`src/rtl/cp_pkg.sv`:
```
// ----------------------------------------------------------------------------
// cp_pkg
// shared constants, types and elaboration-time tables for the cartesian to
// polar converter
// ----------------------------------------------------------------------------
package cp_pkg;

  localparam int CP_COORD_WIDTH   = 16;
  localparam int CP_ANGLE_WIDTH   = 16;
  localparam int CP_CORDIC_STAGES = 16;

  // guard fraction bits on the x/y datapath
  localparam int CP_GUARD = 16;
  // angle accumulator fraction bits, in turns
  localparam int CP_ZFRAC = 40;
  // angle accumulator width, signed
  localparam int CP_ZW    = CP_ZFRAC + 2;
  // 1/(2*pi) in q32
  localparam logic [63:0] CP_INV2PI_Q32 = 64'd683565276;

  // quadrant flags that travel with each item
  typedef struct packed {
    logic dx_neg;
    logic dx_zero;
    logic dy_neg;
    logic dy_zero;
  } cp_quad_t;

  // unsigned 64-bit quotient by shift and subtract, table building only
  function automatic logic [63:0] cp_udiv64(input logic [63:0] num,
                                            input logic [63:0] den);
    logic [63:0] q;
    logic [64:0] rem;
    q   = 64'd0;
    rem = 65'd0;
    for (int b = 63; b >= 0; b--) begin
      rem = {rem[63:0], num[b]};
      if (rem >= {1'b0, den}) begin
        rem  = rem - {1'b0, den};
        q[b] = 1'b1;
      end
    end
    return q;
  endfunction

  // atan(2^-i) in q40 turns, from the arctangent series in q62 radians
  function automatic logic [63:0] cp_atan_q40(input int i);
    logic [63:0] rad;
    logic [63:0] term;
    int          k;
    int          e;
    if (i == 0) begin
      return 64'd1 << 37;
    end
    rad = 64'd0;
    k   = 0;
    e   = 62 - i;
    while (e >= 0) begin
      term = cp_udiv64(64'd1 << e, 64'(2 * k + 1));
      if (k[0]) begin
        rad = rad - term;
      end else begin
        rad = rad + term;
      end
      k = k + 1;
      e = 62 - i * (2 * k + 1);
    end
    return ((rad >> 30) * CP_INV2PI_Q32) >> 24;
  endfunction

  // inverse cordic gain in q31, sqrt of prod 1/(1+4^-i) taken in q62
  function automatic logic [31:0] cp_inv_gain_q31(input int stages);
    logic [63:0] p;
    logic [63:0] n;
    logic [63:0] r;
    logic [63:0] b;
    p = 64'd1 << 62;
    for (int i = 0; i < stages; i++) begin
      p = p - cp_udiv64(p, (64'd1 << (2 * i)) + 64'd1);
    end
    n = p;
    r = 64'd0;
    b = 64'd1 << 62;
    while (b > n) begin
      b = b >> 2;
    end
    while (b != 64'd0) begin
      if (n >= r + b) begin
        n = n - (r + b);
        r = (r >> 1) + b;
      end else begin
        r = r >> 1;
      end
      b = b >> 2;
    end
    return r[31:0];
  endfunction

endpackage

```
`src/rtl/cp_post.sv`:
```
// ----------------------------------------------------------------------------
// cp_post
// angle placement by quadrant and radius gain correction, two stages
// ----------------------------------------------------------------------------
module cp_post
  import cp_pkg::*;
#(
  parameter int COORD_WIDTH  = CP_COORD_WIDTH,
  parameter int ANGLE_WIDTH  = CP_ANGLE_WIDTH,
  parameter int CORDIC_STAGES = CP_CORDIC_STAGES,
  parameter int DW           = CP_COORD_WIDTH + CP_GUARD + 4
) (
  input  logic                    clk,
  input  logic                    rst_n,
  input  logic                    en,
  input  logic                    valid_i,
  input  logic signed [DW-1:0]    x_i,
  input  logic signed [CP_ZW-1:0] z_i,
  input  cp_quad_t                quad_i,
  output logic                    valid_o,
  output logic [ANGLE_WIDTH-1:0]  angle_o,
  output logic [COORD_WIDTH:0]    radius_o
);

  localparam logic [31:0] INV_GAIN = cp_inv_gain_q31(CORDIC_STAGES);
  localparam int XPAD = (DW > 32) ? DW : 33;
  localparam int HW   = XPAD - 32;
  localparam int SW   = HW + 33;
  localparam int RSH  = CP_GUARD - 1;
  localparam int TSH  = CP_ZFRAC - ANGLE_WIDTH;
  localparam logic [CP_ZFRAC-2:0] ZQUARTER = {1'b1, {(CP_ZFRAC-2){1'b0}}};
  localparam logic [CP_ZFRAC-2:0] ZROUND   = (CP_ZFRAC-1)'(1) << (TSH - 1);
  localparam logic [ANGLE_WIDTH-1:0] QUARTER = {2'b01, {(ANGLE_WIDTH-2){1'b0}}};
  localparam logic [ANGLE_WIDTH-1:0] HALF    = {1'b1, {(ANGLE_WIDTH-1){1'b0}}};
  localparam logic [ANGLE_WIDTH-1:0] THREE_Q = {2'b11, {(ANGLE_WIDTH-2){1'b0}}};
  localparam logic [SW-1:0] RROUND = SW'(1) << (CP_GUARD + 31 - 33);

  logic [CP_ZFRAC-2:0]    zc;
  logic [CP_ZFRAC-2:0]    zsum;
  logic [ANGLE_WIDTH-1:0] t;
  logic [ANGLE_WIDTH-1:0] angle_nxt;
  logic [XPAD-1:0]        xe;
  logic [63:0]            lo_nxt;
  logic [HW+31:0]         hi_nxt;
  logic [SW-1:0]          rsum;

  logic                   a_valid_r;
  logic [ANGLE_WIDTH-1:0] a_angle_r;
  logic [63:0]            a_lo_r;
  logic [HW+31:0]         a_hi_r;

  logic                   b_valid_r;
  logic [ANGLE_WIDTH-1:0] b_angle_r;
  logic [COORD_WIDTH:0]   b_radius_r;

  // stage a: clamp and round the folded angle, split product of the radius
  always_comb begin
    if (quad_i.dy_zero || z_i[CP_ZW-1]) begin
      zc = '0;
    end else if (z_i > $signed({{(CP_ZW-CP_ZFRAC+1){1'b0}}, ZQUARTER})) begin
      zc = ZQUARTER;
    end else begin
      zc = z_i[CP_ZFRAC-2:0];
    end
    zsum = zc + ZROUND;
    t    = ANGLE_WIDTH'(zsum[CP_ZFRAC-2:TSH]);

    if (quad_i.dx_zero) begin
      angle_nxt = quad_i.dy_neg ? THREE_Q : QUARTER;
    end else if (!quad_i.dx_neg && !quad_i.dy_neg) begin
      angle_nxt = t;
    end else if (quad_i.dx_neg && !quad_i.dy_neg) begin
      angle_nxt = HALF - t;
    end else if (quad_i.dx_neg) begin
      angle_nxt = HALF + t;
    end else begin
      // full turn minus t, wraps to zero when t is zero
      angle_nxt = '0 - t;
    end

    xe     = XPAD'($unsigned(x_i));
    lo_nxt = xe[31:0] * INV_GAIN;
    hi_nxt = xe[XPAD-1:32] * INV_GAIN;
  end

  // stage b: recombine the partial products and round
  always_comb begin
    rsum = SW'(a_hi_r) + SW'(a_lo_r[63:32]) + RROUND;
  end

  always_ff @(posedge clk) begin
    if (!rst_n) begin
      a_valid_r <= 1'b0;
      b_valid_r <= 1'b0;
    end else if (en) begin
      a_valid_r <= valid_i;
      b_valid_r <= a_valid_r;
    end
  end

  always_ff @(posedge clk) begin
    if (en) begin
      a_angle_r  <= angle_nxt;
      a_lo_r     <= lo_nxt;
      a_hi_r     <= hi_nxt;
      b_angle_r  <= a_angle_r;
      b_radius_r <= rsum[RSH +: COORD_WIDTH+1];
    end
  end

  assign valid_o  = b_valid_r;
  assign angle_o  = b_angle_r;
  assign radius_o = b_radius_r;

endmodule

```
`config.mk`:
```
export PLATFORM = sky130hd
export DESIGN_NAME = cp_post
export DESIGN_NICKNAME = d
export VERILOG_FILES = /design/src/rtl/cp_pkg.sv /design/src/rtl/cp_post.sv
export SDC_FILE = /design/constraint.sdc
export NUM_CORES = 1
export LEC_CHECK = 0
export ABC_CLOCK_PERIOD_IN_PS = 8700
export BUFFER_PORTS_ARGS = -buffer_cell sky130_fd_sc_hd__buf_2
export CAP_MARGIN = 20
export CORE_MARGIN = 5
export CORE_UTILIZATION = 30
export DETAILED_ROUTE_END_ITERATION = 7
export GPL_ROUTABILITY_DRIVEN = 0
export PLACE_DENSITY_LB_ADDON = 0.15
export SLEW_MARGIN = 20
export SYNTH_ARGS = -nofsm -noshare
export SYNTH_HDL_FRONTEND = slang
export SYNTH_SLANG_ARGS = --single-unit
```
`constraint.sdc`:
```
create_clock -name clk -period 8.7 [get_ports clk]
set_input_delay 0.435 -clock clk [delete_from_list [all_inputs] [get_ports clk]]
set_output_delay 0.435 -clock clk [all_outputs]
set_load 0.01 [all_outputs]
```
==> impl_results.md <==
* Critical path cell sequence: buf_2 > inv_1 > fa_1 > fa_1 > inv_1 > fa_1 > fa_1 > fa_1 > fa_1 > fa_1 > inv_1 > fa_1 > inv_1 > ha_1 > a211oi_1 > o21ai_0 > a2111oi_1 > a211oi_2 > o21ai_1 > a211o_1 > a211oi_2 > or4b_1 > o311ai_1
* Synth Area in Simple Gates at 5.48%
* Hold slack at roughly 300 ps
* Vias in the first global route at 18232
* TritonCTS clock tree: yes
* CP startpoint kind: input pin
* Commonest cells in the netlist: 760 x inv_1, 464 x fa_1, 441 x ha_1
* Part of the Yosys area used for sequential elements at 13.3%
* Layout Area Growth over Synthesis at 8.99%
* Synth area leader: fa_1
* Worst EP required at ~9000 ps
* Syn Area/Cell at 10.4 µm²
* Share of cells above drive strength 1 at between 6 and 7%
* CP Max Fanout at 6
* Buffers on Ports at about 120
* Die Ht at between 200 and 300 µm
* Critical path class: in2reg
* Finish-stage setup viols at 0
* Ys Warns at 0
* # DRC at 0
* Placement row count at 105
* Vias per cell at approximately 4.5
* Setup Skew at about 14 ps
* EDFF count, synth at 108
* Number of DRC markers in iteration 0 at 621
* Post-synth cell types at between 70 and 80
* Min-delay worst type: in2reg
* Outcome: complete, no violations
* Adder-cell area share of the yosys netlist at 59.8%
* Die W at 297 µm
* Crit path largest cell delay at 620 ps
* Vias at between 15000 and 20000
* Ant. Diodes at 0
* Slowest cell on crit path: a2111oi_1
* Htree depth at 3
* # nets final at approximately 3500
* Fin Setup TNS at 0 ps
* Max Slew Vio Count at 0
* Root Buffer: clkbuf_16
* Initial antenna violation count at 0
* CP arrival at between 7000 and 8000 ps
* Post-synthesis xor/xnor area fraction at 3.01%
* Final WL at 67500 µm
* Multiplexer share of the synthesized area at 0.207%
* Crit-path most repeated cell: fa_1
* Crit. path cell count at 23
* Hold Crit Depth at 2
* Die area at between 0.08 and 0.09 mm²
* Count leader, synth: inv_1
* CTS buffer count at 9
* Tightest Pin Transition at 909 ps
* Async set-or-reset flop fraction in the synthesized netlist at 0%
* Crit share post-route at 89.7%
* Yosys top cell area share at 37.5%
* Routed WL per cell at 18.9 µm
* Slew HR at 39.4%
* Post-Synthesis Cell Area at 0.0248 mm²
* Clk_lat worst skew at 360 ps
* Setup bufs post-CTS at 0
* All-Layer GR Usage at between 10% and 20%
* Synth area leaders: fa_1 38%, ha_1 22%, edfxtp_1 13%
* Final number of hold-violating endpoints at 0
* CTS Buffer Depth at 2
* Syn nets at between 3000 and 4000
* R2R depth at 11
* Compound-Gate Fraction of Synth Area at between 6 and 7%
* Fillers at 8424
* Register bit total from synthesis at 110
* Core Area at ~0.082 mm²
* Number of max-cap violations at 0
* I/O pin cnt at 120
* Sink Count at 110
* First-pass GRT wire length at 108000 µm
* Post-CTS sizing at 0
* Max Fclk at around 130 MHz
* Largest net degree at the start of global routing at 68
* Nature of the critical path endpoint: register
* Cells after Synth at 2372
* Clock transition at path regs at ~80 ps
* DRT Pass-1 Iters at 5
* RSZ-0062 raised after global routing: false
* Hpwl dp at 61000 µm
* Total gr overflow at 0
* Largest family of logic cells by synthesized area: adder cells
* Tmin final at 7800 ps
* CP Buf/Inv Count at 5
* Initial Util at 30.2%
* Ys flop type: edfxtp_1
* Post-DRT Antenna Nets at 0
* Delay-heaviest family, CP: adder cells
* Hold_buf cts at 0
-- routing by layer --
layer | vias up | track usage [%] | routed length (µm)
met2 | 227 | 28.8 | 35100
met3 | 37 | 0.963 | 1330
met5 | - | 0 | 0
met4 | 0 | 2.55 | 1020
li1 | 7678 | - | -
met1 | 8122 | 20.7 | 30100
-- kinds of logic (layout without fill, tap and decap cells) --
family                     count (synthesis)  in the layout
AOI/OAI and AO/OA                        234            234
xor gates and xnor gates                  85             85
adders and majority gates                905            905
buffers and inverters                    776            904
DFF                                      110            110
muxes                                      5              5
and+or+nand+nor                          257            257
-- final cells by class --
class	count	area, µm²	area share, %
multi-input cells	1486	18600	68.8
flip-flops and latches	110	3280	12.2
inverters	760	2850	10.6
well taps	1070	1340	4.96
repair buffers	129	673	2.49
clock buffers	10	229	0.848
clock inverters	5	57.6	0.213
-- worst paths after layout --
kind                                     from            to  slack, ps
worst min register to register  a_angle_r[11]   angle_o[11]        430
worst min-delay path                    rst_n       valid_o        300
worst max-delay path                   x_i[9]    a_lo_r[55]        900
worst max register to register     a_lo_r[36]  radius_o[12]       5300
-- per-stage QoR --
| step | std cells | util (%) | setup WS, ps | instance area (µm²) |
|---|---|---|---|---|
| floorplan | 2372 | - | 1730 | 24800 |
| global placement | 3555 | 32.6 | 601 | 26700 |
| detailed placement | 3555 | 32.6 | 574 | 26700 |
| CTS | 3570 | 32.9 | 922 | 27000 |
| global route | 3570 | 32.9 | 622 | 27000 |
| finish | 3570 | 32.9 | 898 | 27000 |
-- registers in the layout, summed over array words and instances (netlist names) --
name and count:
a_angle_r 16, a_hi_r 30, a_lo_r 29, a_valid_r 1, angle_o 16, radius_o 17
valid_o 1
-- layout by cell type, fill, tap and decap left out, drive strengths merged, types with 12 or more instances in the layout --
cell,count
edfxtp,108
nor4,19
xnor2,58
xor2,27
nand2,48
fa,464
ha,441
nand3,29
inv,762
nand4,15
and3,12
a21oi,65
o21ai,39
buf,129
nor3,18
a21o,31
nor2,69
Power is left out: the tool's default activity adds up to more than one toggle a clock period on the data nets, which glitch-free logic cannot reach.
