$ cat src/rtl/cp_pkg.sv
// ----------------------------------------------------------------------------
// cp_pkg
// shared constants, types and elaboration-time tables for the cartesian to
// polar converter
// ----------------------------------------------------------------------------
package cp_pkg;

  localparam int CP_COORD_WIDTH   = 16;
  localparam int CP_ANGLE_WIDTH   = 16;
  localparam int CP_CORDIC_STAGES = 16;

  // guard fraction bits on the x/y datapath
  localparam int CP_GUARD = 16;
  // angle accumulator fraction bits, in turns
  localparam int CP_ZFRAC = 40;
  // angle accumulator width, signed
  localparam int CP_ZW    = CP_ZFRAC + 2;
  // 1/(2*pi) in q32
  localparam logic [63:0] CP_INV2PI_Q32 = 64'd683565276;

  // quadrant flags that travel with each item
  typedef struct packed {
    logic dx_neg;
    logic dx_zero;
    logic dy_neg;
    logic dy_zero;
  } cp_quad_t;

  // unsigned 64-bit quotient by shift and subtract, table building only
  function automatic logic [63:0] cp_udiv64(input logic [63:0] num,
                                            input logic [63:0] den);
    logic [63:0] q;
    logic [64:0] rem;
    q   = 64'd0;
    rem = 65'd0;
    for (int b = 63; b >= 0; b--) begin
      rem = {rem[63:0], num[b]};
      if (rem >= {1'b0, den}) begin
        rem  = rem - {1'b0, den};
        q[b] = 1'b1;
      end
    end
    return q;
  endfunction

  // atan(2^-i) in q40 turns, from the arctangent series in q62 radians
  function automatic logic [63:0] cp_atan_q40(input int i);
    logic [63:0] rad;
    logic [63:0] term;
    int          k;
    int          e;
    if (i == 0) begin
      return 64'd1 << 37;
    end
    rad = 64'd0;
    k   = 0;
    e   = 62 - i;
    while (e >= 0) begin
      term = cp_udiv64(64'd1 << e, 64'(2 * k + 1));
      if (k[0]) begin
        rad = rad - term;
      end else begin
        rad = rad + term;
      end
      k = k + 1;
      e = 62 - i * (2 * k + 1);
    end
    return ((rad >> 30) * CP_INV2PI_Q32) >> 24;
  endfunction

  // inverse cordic gain in q31, sqrt of prod 1/(1+4^-i) taken in q62
  function automatic logic [31:0] cp_inv_gain_q31(input int stages);
    logic [63:0] p;
    logic [63:0] n;
    logic [63:0] r;
    logic [63:0] b;
    p = 64'd1 << 62;
    for (int i = 0; i < stages; i++) begin
      p = p - cp_udiv64(p, (64'd1 << (2 * i)) + 64'd1);
    end
    n = p;
    r = 64'd0;
    b = 64'd1 << 62;
    while (b > n) begin
      b = b >> 2;
    end
    while (b != 64'd0) begin
      if (n >= r + b) begin
        n = n - (r + b);
        r = (r >> 1) + b;
      end else begin
        r = r >> 1;
      end
      b = b >> 2;
    end
    return r[31:0];
  endfunction

endpackage

$ cat src/rtl/cp_pre.sv
// ----------------------------------------------------------------------------
// cp_pre
// offset about the centre, fold into the first quadrant, load the cordic
// ----------------------------------------------------------------------------
module cp_pre
  import cp_pkg::*;
#(
  parameter int COORD_WIDTH = CP_COORD_WIDTH,
  parameter int DW          = CP_COORD_WIDTH + CP_GUARD + 4
) (
  input  logic                          clk,
  input  logic                          rst_n,
  input  logic                          en,
  input  logic                          valid_i,
  input  logic signed [COORD_WIDTH-1:0] point_x_i,
  input  logic signed [COORD_WIDTH-1:0] point_y_i,
  input  logic signed [COORD_WIDTH-1:0] center_x_i,
  input  logic signed [COORD_WIDTH-1:0] center_y_i,
  output logic                          valid_o,
  output logic signed [DW-1:0]          x_o,
  output logic signed [DW-1:0]          y_o,
  output cp_quad_t                      quad_o
);

  logic signed [COORD_WIDTH:0] dx;
  logic signed [COORD_WIDTH:0] dy;
  logic        [COORD_WIDTH:0] adx;
  logic        [COORD_WIDTH:0] ady;
  cp_quad_t                    quad_nxt;

  logic                        valid_r;
  logic signed [DW-1:0]        x_r;
  logic signed [DW-1:0]        y_r;
  cp_quad_t                    quad_r;

  always_comb begin
    dx  = (COORD_WIDTH+1)'(point_x_i) - (COORD_WIDTH+1)'(center_x_i);
    dy  = (COORD_WIDTH+1)'(point_y_i) - (COORD_WIDTH+1)'(center_y_i);
    // magnitude fits unsigned even for the most negative offset
    adx = dx[COORD_WIDTH] ? (~dx + 1'b1) : dx;
    ady = dy[COORD_WIDTH] ? (~dy + 1'b1) : dy;
    quad_nxt.dx_neg  = dx[COORD_WIDTH];
    quad_nxt.dx_zero = (dx == '0);
    quad_nxt.dy_neg  = dy[COORD_WIDTH];
    quad_nxt.dy_zero = (dy == '0);
  end

  always_ff @(posedge clk) begin
    if (!rst_n) begin
      valid_r <= 1'b0;
    end else if (en) begin
      valid_r <= valid_i;
    end
  end

  always_ff @(posedge clk) begin
    if (en) begin
      x_r    <= $signed({{(DW-COORD_WIDTH-1-CP_GUARD){1'b0}}, adx, {CP_GUARD{1'b0}}});
      y_r    <= $signed({{(DW-COORD_WIDTH-1-CP_GUARD){1'b0}}, ady, {CP_GUARD{1'b0}}});
      quad_r <= quad_nxt;
    end
  end

  assign valid_o = valid_r;
  assign x_o     = x_r;
  assign y_o     = y_r;
  assign quad_o  = quad_r;

endmodule

$ cat config.mk
export PLATFORM = sky130hd
export DESIGN_NAME = cp_pre
export DESIGN_NICKNAME = d
export VERILOG_FILES = /design/src/rtl/cp_pkg.sv /design/src/rtl/cp_pre.sv
export SDC_FILE = /design/constraint.sdc
export NUM_CORES = 1
export LEC_CHECK = 0
export BUFFER_PORTS_ARGS = -buffer_cell sky130_fd_sc_hd__buf_2
export CAP_MARGIN = 5
export CORE_AREA = 2 2 128 130
export DETAILED_ROUTE_END_ITERATION = 7
export DIE_AREA = 0 0 130 132
export PLACE_DENSITY = 0.57
export SLEW_MARGIN = 20
export SYNTH_ARGS = -nofsm -noshare
export SYNTH_HDL_FRONTEND = slang
export SYNTH_SLANG_ARGS = --single-unit
$ cat constraint.sdc
create_clock -name clk -period 3.5 [get_ports clk]
set_input_delay 0.525 -clock clk [delete_from_list [all_inputs] [get_ports clk]]
set_output_delay 0.525 -clock clk [all_outputs]
set_load 0.005 [all_outputs]
==> run summary, run 1 <==
The flow ran to the end, and the final reports show no timing, DRC or antenna violations. The number of flops mapped to enable cells by yosys works out to 38. For the worst-skew pair, the clock arrives at the later sink with an insertion delay of 0.27 ns. In this run the register-to-register setup slack is 2.92 ns. The worst setup path is captured at a register. Top fanout value on the critical path: 5. The gate count after technology mapping was 438. At the pin with the least slew margin, the transition time is 0.8840 ns. The final weighted congestion in routability-driven placement was 0.7695; the arrival time at the worst endpoint was 3.29 ns. Counting along the longest clock path gives a buffer depth of 2. The clock tree synthesis step divided the H-tree into 2 levels.

The number of buffers inserted by hold repair at cts is 0, and the total die area is 17,160 µm². Entering global routing, the biggest net connects 40 pins. Counting flops with an async set or reset pin after synthesis yields a share of 0%. The quantity of I/O buffers inserted on ports is 106.

The finished layout holds 804 standard cells, fillers aside. The cell count of the worst reg-to-reg path is 2. The share of synthesized area occupied by flip-flops and latches was 29.98%; the share of layout cells above drive strength 1 was 29.59%. VDD sags by at most 180.5 µV. The hold-critical path endpoint is valid_o. By area the synthesized netlist is led by sky130_fd_sc_hd__edfxtp_1 29%, sky130_fd_sc_hd__ha_1 12%, sky130_fd_sc_hd__buf_4 7.4%.

Wires add up to 8352 µm. The main flop type after synthesis is sky130_fd_sc_hd__edfxtp_1. The Yosys step of the flow raised 0 warnings. Using the TritonRoute via totals, the vias-per-cell ratio works out to 4.109. The number of global-route vias before repair was 3,047; the worst hold path cell count was 2. The number of storage elements in the synthesis netlist was 39. The tools report the total inserted antenna cells as 0. The run gives 3872 µm² as the synthesized cell area. In this run the vertical extent of the chip is 132 µm. After the last flow step, the layout net total stands at 693. After detailed routing, no signal wire sits above met3. Measured on the finished design, the core utilization comes to 31.97%.

The tools report the kind of start point of the critical path as an input pin. The number of fill cells in the layout was 1,706; the number of instances in the placed design was 796. The static leakage power is 2.359 nW, and the synthesized area per cell is 8.841 µm². Setup violations remaining at the end of the flow were counted as 0.

Summed over all instances, the cell type with the most area after synthesis is sky130_fd_sc_hd__edfxtp_1. The CTS clock-pin slew for the worst setup and hold paths came out at 0.06 ns. TritonCTS built the clock tree.

The worst setup path is of the in -> reg kind. The initial utilization of the core area, before any placement, comes to 24.65%. The number of setup buffers added after CTS is 0. The run gives 0 as the post-route antenna net violation count.

By count the netlist is led by 49 x sky130_fd_sc_hd__inv_1, 38 x sky130_fd_sc_hd__buf_4, 38 x sky130_fd_sc_hd__edfxtp_1, 36 x sky130_fd_sc_hd__ha_1, 32 x sky130_fd_sc_hd__nor2_1. The floorplan step defined a core boundary enclosing 15,710 µm². The count of final hold-check violations was 0; the minimum clock period after layout was 3.262 ns. The first global-routing pass estimated 13,870 µm of wire. The tools report the row count as 46. The tool flagged a number of max-cap violations equal to 0.

Setup repair after global routing left no endpoint under its margin. The highest attainable clock frequency is 0.3066 GHz. The worst hold path begins at rst_n. In this design, the stage delay of the slowest critical-path cell is 0.43 ns. The origin of the critical flop-to-flop path is valid_o. The total count of max-transition violations in the final report was 0; the worst clock skew was 0 ns. For the clock sink count, the log shows 39. The master cell of the clock root buffer is sky130_fd_sc_hd__clkbuf_16. Summed over its instances, the top area cell type makes up 29.47% of the synthesized netlist area. The routed length on met3 was 501 µm; the routed length on met1 was 4085 µm. For this run, design rule violations remaining after detail routing come to 0.

From left edge to right edge, the die measures 130 µm. The total overflow left after global routing is 0. The detailed router placed 3,304 vias in this run. The tools report the initial antenna violation count as 0. The most prevalent standard cell on the critical path was sky130_fd_sc_hd__ha_1. The worst register-to-register path ends at valid_o.

Global-route usage over all layers: 9.668%. Compared with the post-synthesis result, the final layout area differs by 29.73%. For the met2 routed wirelength, the log shows 3765 µm.

The cell type of the slowest stage on the worst timing path is sky130_fd_sc_hd__or4_1. In the finished design, the share of the clock period the worst path needs comes to 93.19%. Detailed placement ended at an HPWL of 7249 µm. 145 I/O pins were placed. Walking the worst path, the cells encountered are buf_2 -> inv_1 -> ha_1 -> fa_1 -> nand2b_1 -> a21oi_2 -> nor2_1 -> xor2_1 -> nand3_1 -> or3_4 -> or4_1 -> nor3_2 -> ha_1 -> and2_1. In the final routed layout, each cell accounts on average for 10.39 µm. For the count of unique library cells instantiated by Yosys, the log shows 59.

For the worst setup path, the data required time is 3.53 ns. The DRC violation total after the first TritonRoute iteration is 140. The min-delay analysis places its worst path in the category in -> reg. Dividing total power by cell area gives a power density of 397.7 nW/µm².

Headroom to the max-slew limit came out at 41.06%. The number of detailed-routing iterations run before antenna repair came out at 4. The cell with the most instances after synthesis is sky130_fd_sc_hd__inv_1. Buffers inserted during clock tree synthesis total 5.
cell usage in the layout (no fill, tap or decap), drive strengths merged, types with 4 or more instances in the layout:
cell and instances:
xor2 22, nor3 10, conb 38, ha 36, o21ai 22, clkbuf 5
nor2b 8, edfxtp 38, nand3 12, xnor2 29, o31ai 5, a21oi 32
buf 149, a31oi 7, inv 49, or3 4, nand2b 9, nand2 26
nor2 32, a21o 4
cell families after synthesis:
kind of cell / count (synthesis) / share of synthesized area, %
adder cells (fa/ha/maj): 38 / 12.67
buffers and inverters: 93 / 12.99
XOR/XNOR: 51 / 11.53
AO/OA/AOI/OAI: 96 / 17.06
other: 1 / 0.09684
multiplexers: 2 / 0.5170
flip-flops: 39 / 29.98
AND/OR/NAND/NOR: 118 / 15.15
cell type report:
type | count | area, µm² | area share (%)
repair buffers | 149 | 865.8 | 17.24
flip-flops and latches | 39 | 1161 | 23.11
clock buffers | 5 | 125.1 | 2.491
multi-input cells | 343 | 2374 | 47.25
clock inverters | 3 | 43.79 | 0.8717
well taps | 216 | 270.3 | 5.380
inverters | 49 | 183.9 | 3.661
flip-flops by register name (all words and copies together) (netlist names):
register  cells
x_o          17
quad_o        4
valid_o       1
y_o          17
routing by layer:
layer	vias up	global-route usage (%)
met5	-	0
met4	0	0.7168
met3	0	1.989
met2	104	16.17
met1	1448	13.38
li1	1752	-
worst max-delay path by stage:
stage	startpoint	to	depth (start not counted)
after floorplan	point_y_i[0]	y_o[32]	13
after global placement	point_y_i[0]	y_o[32]	14
after detailed placement	point_y_i[0]	y_o[32]	14
after CTS	point_y_i[0]	y_o[32]	14
after global routing	point_x_i[0]	x_o[32]	14
final	point_x_i[0]	x_o[32]	14
worst max-delay path: cells and delay by family:
kind	cells	cell delay, ns
AOI/OAI and AO/OA	1	0.18
and+or+nand+nor	7	1.46
adders and majority gates	3	0.85
buffers and inverters	2	0.10
xor gates and xnor gates	1	0.17
per-stage QoR:
| stage | worst slack (ns) | area [µm²] | TNS, ns | hold slack [ns] | total power [mW] |
|---|---|---|---|---|---|
| detailed placement | -0.1147 | 4828 | -0.2109 | 0.5113 | 1.510 |
| CTS | 0.1662 | 4997 | 0 | 0.4661 | 2.031 |
| global placement | -0.1005 | 4828 | -0.1379 | 0.4993 | 1.506 |
| floorplan | 0.07184 | 4011 | 0 | 0.5073 | 1.194 |
| finish | 0.2384 | 5024 | 0 | 0.4679 | 1.998 |
| global route | 0.02620 | 5024 | 0 | 0.4772 | 2.163 |
power breakdown:
| group | total (mW) | internal, mW | switching, mW |
|---|---|---|---|
| registers | 0.674 | 0.645 | 0.0295 |
| logic | 0.818 | 0.392 | 0.427 |
| clock network | 0.505 | 0.336 | 0.170 |
| total | 2.00 | 1.37 | 0.626 |
what timing repair did:
| action | in CTS | in global routing |
|---|---|---|
| endpoints found under the setup margin | 0 | 2 |
| endpoints found under the hold margin | 0 | 0 |
| resized for setup | 0 | 5 |
No activity file was read; power rests on OpenSTA's default activity.
==> inputs of run 2 (changes only) <==
- CELL_PAD_IN_SITES_DETAIL_PLACEMENT: default -> 1
- CELL_PAD_IN_SITES_GLOBAL_PLACEMENT: default -> 2
- PLACE_DENSITY: 0.57 -> 0.84
==> run 2 against run 1 <==
Hold slack worse by 0.015 ns; sequential cell count is the same; routed wire length increased by 23%; global-route usage increased by 1.8 points; count of clock-buffer cells in the layout is the same; clock skew did not move; cell count is 0.87% lower; clock power down 15%; setup slack got worse by 0.054 ns; critical path type unchanged; critical endpoint is now y_o[32]; largest cell class unchanged.
==> run summary, run 2 (synthesis results as in run 1) <==
The maximum number of buffers from clock root to sink is 2 (unchanged), and the ratio of total power to cell area is 392.2 nW/µm² (-1.4%). The post-placement worst setup slack is -0.1967 ns (-0.08198 ns). For the number of global-route vias before repair, the log shows 3,569 (+17%). TritonCTS built the clock tree.

The per-cell via count in the routed design is 4.396 (+7.0%), and the maximum vdd drop is 159.6 µV (-12%). The worst setup path is launched from an input pin. The kind of critical path is in -> reg.

The data required time of the worst path is 3.53 ns (about the same). The run gives 0 (unchanged) as the initial antenna violation count. The footprint of the flip-flops and latches came out at 1161 µm² (unchanged). The global-route usage over all layers is 11.46% (+1.8 points), and the number of detailed-routing iterations run before antenna repair is 4 (unchanged). The pin count of the biggest net entering global routing was 40 (unchanged); the cell count of the worst reg-to-reg path was 2 (unchanged). The logs give 0.4530 ns (-0.01482 ns) for the post-route worst hold slack and 37.75% (-3.3 points) for the relative slew slack. For the count of final hold-check violations, the log shows 0 (unchanged). The worst clock skew came out at 0 ns (unchanged). Leftover overflow at the end of global routing: 0 (unchanged).

The arrival time at the worst endpoint was 3.34 ns (+0.05 ns); the slew at the pin closest to its max-slew limit was 0.9338 ns (+0.04973 ns). The logs give 0 (unchanged) for the post-route antenna net violation count and 5 (unchanged) for the CTS buffer count. The run finished with clean final reports. The HPWL after detailed placement was 8789 µm (+21%). The highest attainable clock frequency was 0.3016 GHz (-1.6%). The run gives 15,710 µm² (unchanged) as the core box area. The master cell of the clock root buffer was sky130_fd_sc_hd__clkbuf_16. The tools report the count of final setup violators as 0 (unchanged). The average routed wire per standard cell is 12.88 µm (+24%), and the wire length of the first global-routing pass is 16,040 µm (+16%). The layout-stage area growth over the synthesis result is 27.63%, and the DRC violation total after the first TritonRoute iteration is 92 (-34%). The minimum clock period after layout is 3.316 ns (+0.05442 ns). Row count: 46 (unchanged).

The run gives 0.1840 ns (-0.05442 ns) as the setup slack of the critical path after layout. The area of the multi-input gates is 2366 µm² (-0.32%), and the starting density of the core is 24.65% (unchanged). Static leakage power: 2.311 nW (-2.0%). The final weighted congestion in routability-driven placement came out at 0.7931 (+3.1%). The logs give 17,160 µm² (unchanged) for the total die area and 10,270 µm (+23%) for the routed wire length.

The via count is 3,504 (+6.1%). The quantity of I/O buffers inserted on ports came out at 106 (unchanged). For the total inserted antenna cells, the log shows 0 (unchanged). The share of layout cells above drive strength 1 is 28.40% (-1.2 points).

The overall die width was 130 µm (unchanged). For the number of fill cells in the layout, the log shows 1,941 (+14%). The y dimension of the die was 132 µm (unchanged).

For the clock sink count, the log shows 39 (unchanged). The tools report the post-layout net count as 688 (-0.72%). The number of top-level design ports was 145 (unchanged); the worst hold path cell count was 2 (unchanged). The total count of max-transition violations in the final report was 0 (unchanged); the CTS clock-pin slew for the worst setup and hold paths was 0.06 ns (about the same).

The portion of the clock cycle consumed by the worst path in the final layout was 94.74% (+1.6 points); the depth of the CTS H-tree was 2 (unchanged). The post-route DRC violation count was 0 (unchanged); the insertion delay of the later-clocked pin in the worst-skew pair was 0.28 ns (about the same). The number of buffers inserted by hold repair at cts came out at 0 (unchanged). The tools report the kind of end point of the critical path as a register. In the layout the commonest cells are 106 x sky130_fd_sc_hd__buf_2, 49 x sky130_fd_sc_hd__inv_1, 38 x sky130_fd_sc_hd__conb_1, 38 x sky130_fd_sc_hd__edfxtp_1, 37 x sky130_fd_sc_hd__buf_4. The tools report the number of maximum-capacitance constraint violations as 0 (unchanged). The most common cell after layout, fill and taps aside was sky130_fd_sc_hd__buf_2.

The tightest min-delay check is of the in -> reg type. The top fanout value on the critical path is 3 (-2).
[run 2: per-stage QoR]
step,instances,setup TNS (ns),utilization [%],power [mW],area [µm²]
after global routing,797,-0.006396,31.45,2.076,4942
after floorplan,475,0,-,1.194,4011
after detailed placement,791,-0.3778,30.49,1.523,4791
after CTS,797,0,31.33,1.966,4923
after global placement,791,0,30.49,1.495,4791
final,797,0,31.45,1.939,4942
[run 2: area by class of cell]
class | count | area share [%]
Multi-Input combinational cell | 343 | 47.87
Sequential cell | 39 | 23.49
Timing Repair Buffer | 144 | 16.76
Tap cell | 216 | 5.468
Inverter | 49 | 3.722
Clock buffer | 5 | 2.532
Clock inverter | 1 | 0.1519
[run 2: worst max-delay path, cell delays in order]
cell and delay (ns):
sky130_fd_sc_hd__buf_2 0.07, sky130_fd_sc_hd__inv_1 0.03, sky130_fd_sc_hd__ha_1 0.23, sky130_fd_sc_hd__fa_1 0.40
sky130_fd_sc_hd__nand2b_1 0.20, sky130_fd_sc_hd__a21oi_1 0.21, sky130_fd_sc_hd__o21ai_0 0.20, sky130_fd_sc_hd__a31oi_2 0.26
sky130_fd_sc_hd__mux2i_1 0.14, sky130_fd_sc_hd__a2111oi_2 0.42, sky130_fd_sc_hd__nor3b_1 0.27, sky130_fd_sc_hd__ha_1 0.26
sky130_fd_sc_hd__nor2b_1 0.12
[run 2: routing by layer]
metal | GRT usage [%] | vias up | wire length, µm
met1 | 12.85 | 1644 | 4295
met4 | 2.091 | 0 | 69
met5 | 0 | - | 0
met3 | 2.151 | 7 | 602
li1 | - | 1741 | -
met2 | 22.22 | 112 | 5298
[run 2: where the power goes]
group          switching [mW]  internal [mW]  leakage [nW]
clock                   0.174          0.256        0.0618
sequential             0.0326          0.645         0.379
combinational           0.446          0.386          1.87
[run 2: path summary, 6_finish.rpt]
| kind | startpoint | slack [ns] | to |
|---|---|---|---|
| worst max-delay path | point_y_i[0] | 0.18 | y_o[32] |
| worst max register to register | valid_o | 2.92 | valid_o |
| worst min-delay path | rst_n | 0.45 | valid_o |
| worst min register to register | valid_o | 0.51 | valid_o |
[run 2: what timing repair did]
item	CTS	global route
resized for setup	0	2
buffers inserted	0	0
setup endpoints to repair	0	1
==> inputs of run 3 (changes only) <==
- CORE_AREA: 2 2 128 130 -> 2 2 152 110
- DIE_AREA: 0 0 130 132 -> 0 0 154 112
- PLACE_DENSITY: 0.84 -> default
- PLACE_DENSITY_LB_ADDON: default -> 0.1
- SLEW_MARGIN: 20 -> default
==> run 3 against run 2 <==
The flow now finishes with violations (DRC); sequential cell count is the same; first-iteration DRC count grew 20%; register-to-register slack lost 0.02 ns; highest routed layer is now met3; maximum frequency shrank 1.2%; via count shrank 0.46%; global-route usage grew 0.85 points; count of clock-buffer cells in the layout grew 1; clock power grew 41%; sequential power shrank 1%; combinational power grew 5.8%; total power grew 11%; die area grew 0.51%; largest cell class unchanged.
==> run summary, run 3 (synthesis results as in run 1) <==
The worst setup path is of the in -> reg kind. The static leakage power came out at 2.448 nW (+5.9%). Post-route antenna net violation count: 0 (unchanged).

The run gives 6 (+2) as the number of detailed-routing iterations run before antenna repair. The cell count of the worst reg-to-reg path was 2 (unchanged). The minimum clock period after layout was 3.355 ns (+0.03915 ns); the leftover overflow at the end of global routing was 0 (unchanged). The initial antenna violation count was 0 (unchanged); the total count of max-transition violations in the final report was 0 (unchanged). The CTS buffer count was 5 (unchanged). The relative slew slack was 33.32% (-4.4 points). The count of final setup violators is 0 (unchanged).

The checks that failed: DRC. Traced cell by cell, the critical path runs through buf_2 -> ha_1 -> o211ai_1 -> a211oi_1 -> buf_4 -> o2111ai_1 -> or3b_1 -> a21oi_2 -> xnor2_1 -> or4_1 -> nor3_2 -> ha_1 -> and2_1. The HPWL after detailed placement came out at 9124 µm (+3.8%). The total setup buffers inserted after CTS is 0 (unchanged). The per-cell via count in the routed design is 4.306 (-2.1%). The number of top-level design ports was 145 (unchanged). The min-delay analysis places its worst path in the category in -> reg.

The maximum number of buffers from clock root to sink is 2 (unchanged). The tools report the number of global-route vias before repair as 3,504 (-1.8%). The worst setup path is launched from an input pin.

In this run the critical register-to-register path is captured at valid_o. Cell type of the slowest stage on the worst timing path: sky130_fd_sc_hd__or4_1. Final weighted congestion in routability-driven placement: 0.7413 (-6.5%). The slew at the pin closest to its max-slew limit came out at 1.000 ns (+0.06642 ns). The startpoint identified for the worst hold timing path is rst_n. The largest incremental delay on the critical path came out at 0.54 ns (+0.12 ns). The logs give 0 ns (unchanged) for the worst clock skew and 39 (-15%) for the row count.

The CTS clock-pin slew for the worst setup and hold paths works out to 0.06 ns (about the same). The quantity of I/O buffers inserted on ports came out at 106 (unchanged). The flow ran to the end, but the final reports show violations. The logs give 10,630 µm (+3.6%) for the routed wire length and 710 (+3.2%) for the post-layout net count.

The pin count of the biggest net entering global routing came out at 40 (unchanged). The via count was 3,488 (-0.46%). The logs give 624 µm (+3.7%) for the routed length on met3 and 0 ns (unchanged) for the final sum of negative setup slack. The run gives 0.2980 GHz (-1.2%) as the highest attainable clock frequency.

Insertion delay of the later-clocked pin in the worst-skew pair: 0.28 ns (about the same). The portion of the clock cycle consumed by the worst path in the final layout is 95.86% (+1.1 points). The average routed wire per standard cell works out to 13.12 µm (+1.9%).

Relative to the synthesized area, the layout overhead comes to 32.99%. The arrival time at the worst endpoint was 3.39 ns (+0.05 ns). STA classifies the critical path endpoint as a register.

For the wire length of the first global-routing pass, the log shows 17,340 µm (+8.1%). For the total inserted antenna cells, the log shows 0 (unchanged). TritonCTS built the clock tree. The most common cell after layout, fill and taps aside was sky130_fd_sc_hd__buf_2. For the post-route total power, the log shows 2.153 mW (+11%). The y dimension of the die was 112 µm (-15%). The run gives 0.4585 ns (+0.005493 ns) as the post-route worst hold slack.

The most prevalent standard cell on the critical path was sky130_fd_sc_hd__ha_1. The logs give 226.6 µV (+42%) for the maximum vdd drop and 110 (+20%) for the DRC violation total after the first TritonRoute iteration. The path with the worst hold slack has its endpoint at valid_o. The master cell of the clock root buffer was sky130_fd_sc_hd__clkbuf_16. The worst hold path cell count was 2 (unchanged); the core box area was 15,860 µm² (+0.93%).

The highest layer used for signal routing was met3. The tools report the total die area as 17,250 µm² (+0.51%). The logs give 0 (unchanged) for the number of maximum-capacitance constraint violations and 24.42% (-0.23 points) for the starting density of the core.

The top fanout value on the critical path is 3 (unchanged). The worst register-to-register path begins at valid_o. The share of layout cells above drive strength 1 was 31.07% (+2.7 points); the global-route usage over all layers was 12.31% (+0.85 points). The routed length on met1 is 5771 µm (+34%). In the layout the commonest cells are 106 x sky130_fd_sc_hd__buf_2, 59 x sky130_fd_sc_hd__buf_4, 49 x sky130_fd_sc_hd__inv_1. The post-route DRC violation count came out at 1 (+1).

For the data required time of the worst path, the log shows 3.54 ns (about the same). The overall die width is 154 µm (+18%), and the setup slack of the worst register-to-register path is 2.90 ns (-0.02 ns). The run gives 2 (unchanged) as the depth of the CTS H-tree. The count of final hold-check violations came out at 0 (unchanged). Setup repair after global routing left no endpoint under its margin. For the met2 routed wirelength, the log shows 4234 µm (-20%). The clock sink count was 39 (unchanged); the ratio of total power to cell area was 418.0 nW/µm² (+6.6%).
==> run 3: worst max path at each step <==
stage          endpoint  cells past startpoint         start  slack (ns)
2_1_floorplan   y_o[32]                     13  point_y_i[0]        0.07
3_3_place_gp    y_o[32]                     15  point_y_i[0]       -0.18
3_5_place_dp    y_o[32]                     15  point_y_i[0]       -0.16
4_1_cts         y_o[32]                     15  point_y_i[0]        0.14
5_1_grt         y_o[32]                     15  point_y_i[0]       0.002
6_report        x_o[32]                     13  point_x_i[2]        0.14
==> run 3: timing repair <==
| item | CTS | global route |
|---|---|---|
| hold buffers | 0 | 0 |
| endpoints found under the setup margin | 0 | 1 |
| gates resized for setup | 0 | 2 |
==> run 3: metrics by stage <==
step                util (%)  instances  instance area, µm²  setup slack [ns]
floorplan                  -        475                4011           0.07184
global placement       31.16        802                4942           -0.1833
detailed placement     31.16        802                4942           -0.1606
CTS                    32.36        810                5131            0.1441
global route           32.47        810                5150          0.002092
finish                 32.47        810                5150            0.1448
==> run 3: layout make-up <==
class	count	area, µm²
Multi-Input combinational cell	343	2366
Tap cell	205	256.5
Timing Repair Buffer	166	993.5
Clock buffer	6	128.9
Clock inverter	2	60.06
Inverter	49	183.9
Sequential cell	39	1161
Fill cell	1933	10710
==> run 3: power by group <==
group / switching [mW] / internal [mW]
Combinational: 0.459 / 0.420
Sequential: 0.0270 / 0.644
Clock: 0.193 / 0.409
==> run 3: layer usage <==
metal,up-vias,GRT usage [%]
met5,-,0
met4,0,0.9969
met3,0,3.309
met2,99,18.12
met1,1600,18.63
li1,1789,-
==> run 3: worst max-delay path: cells and delay by family <==
family	cells	cell delay, ns
and+or+nand+nor	4	1.19
AOI/OAI and AO/OA	4	0.76
adders and majority gates	2	0.54
buffers and inverters	2	0.26
xor gates and xnor gates	1	0.10
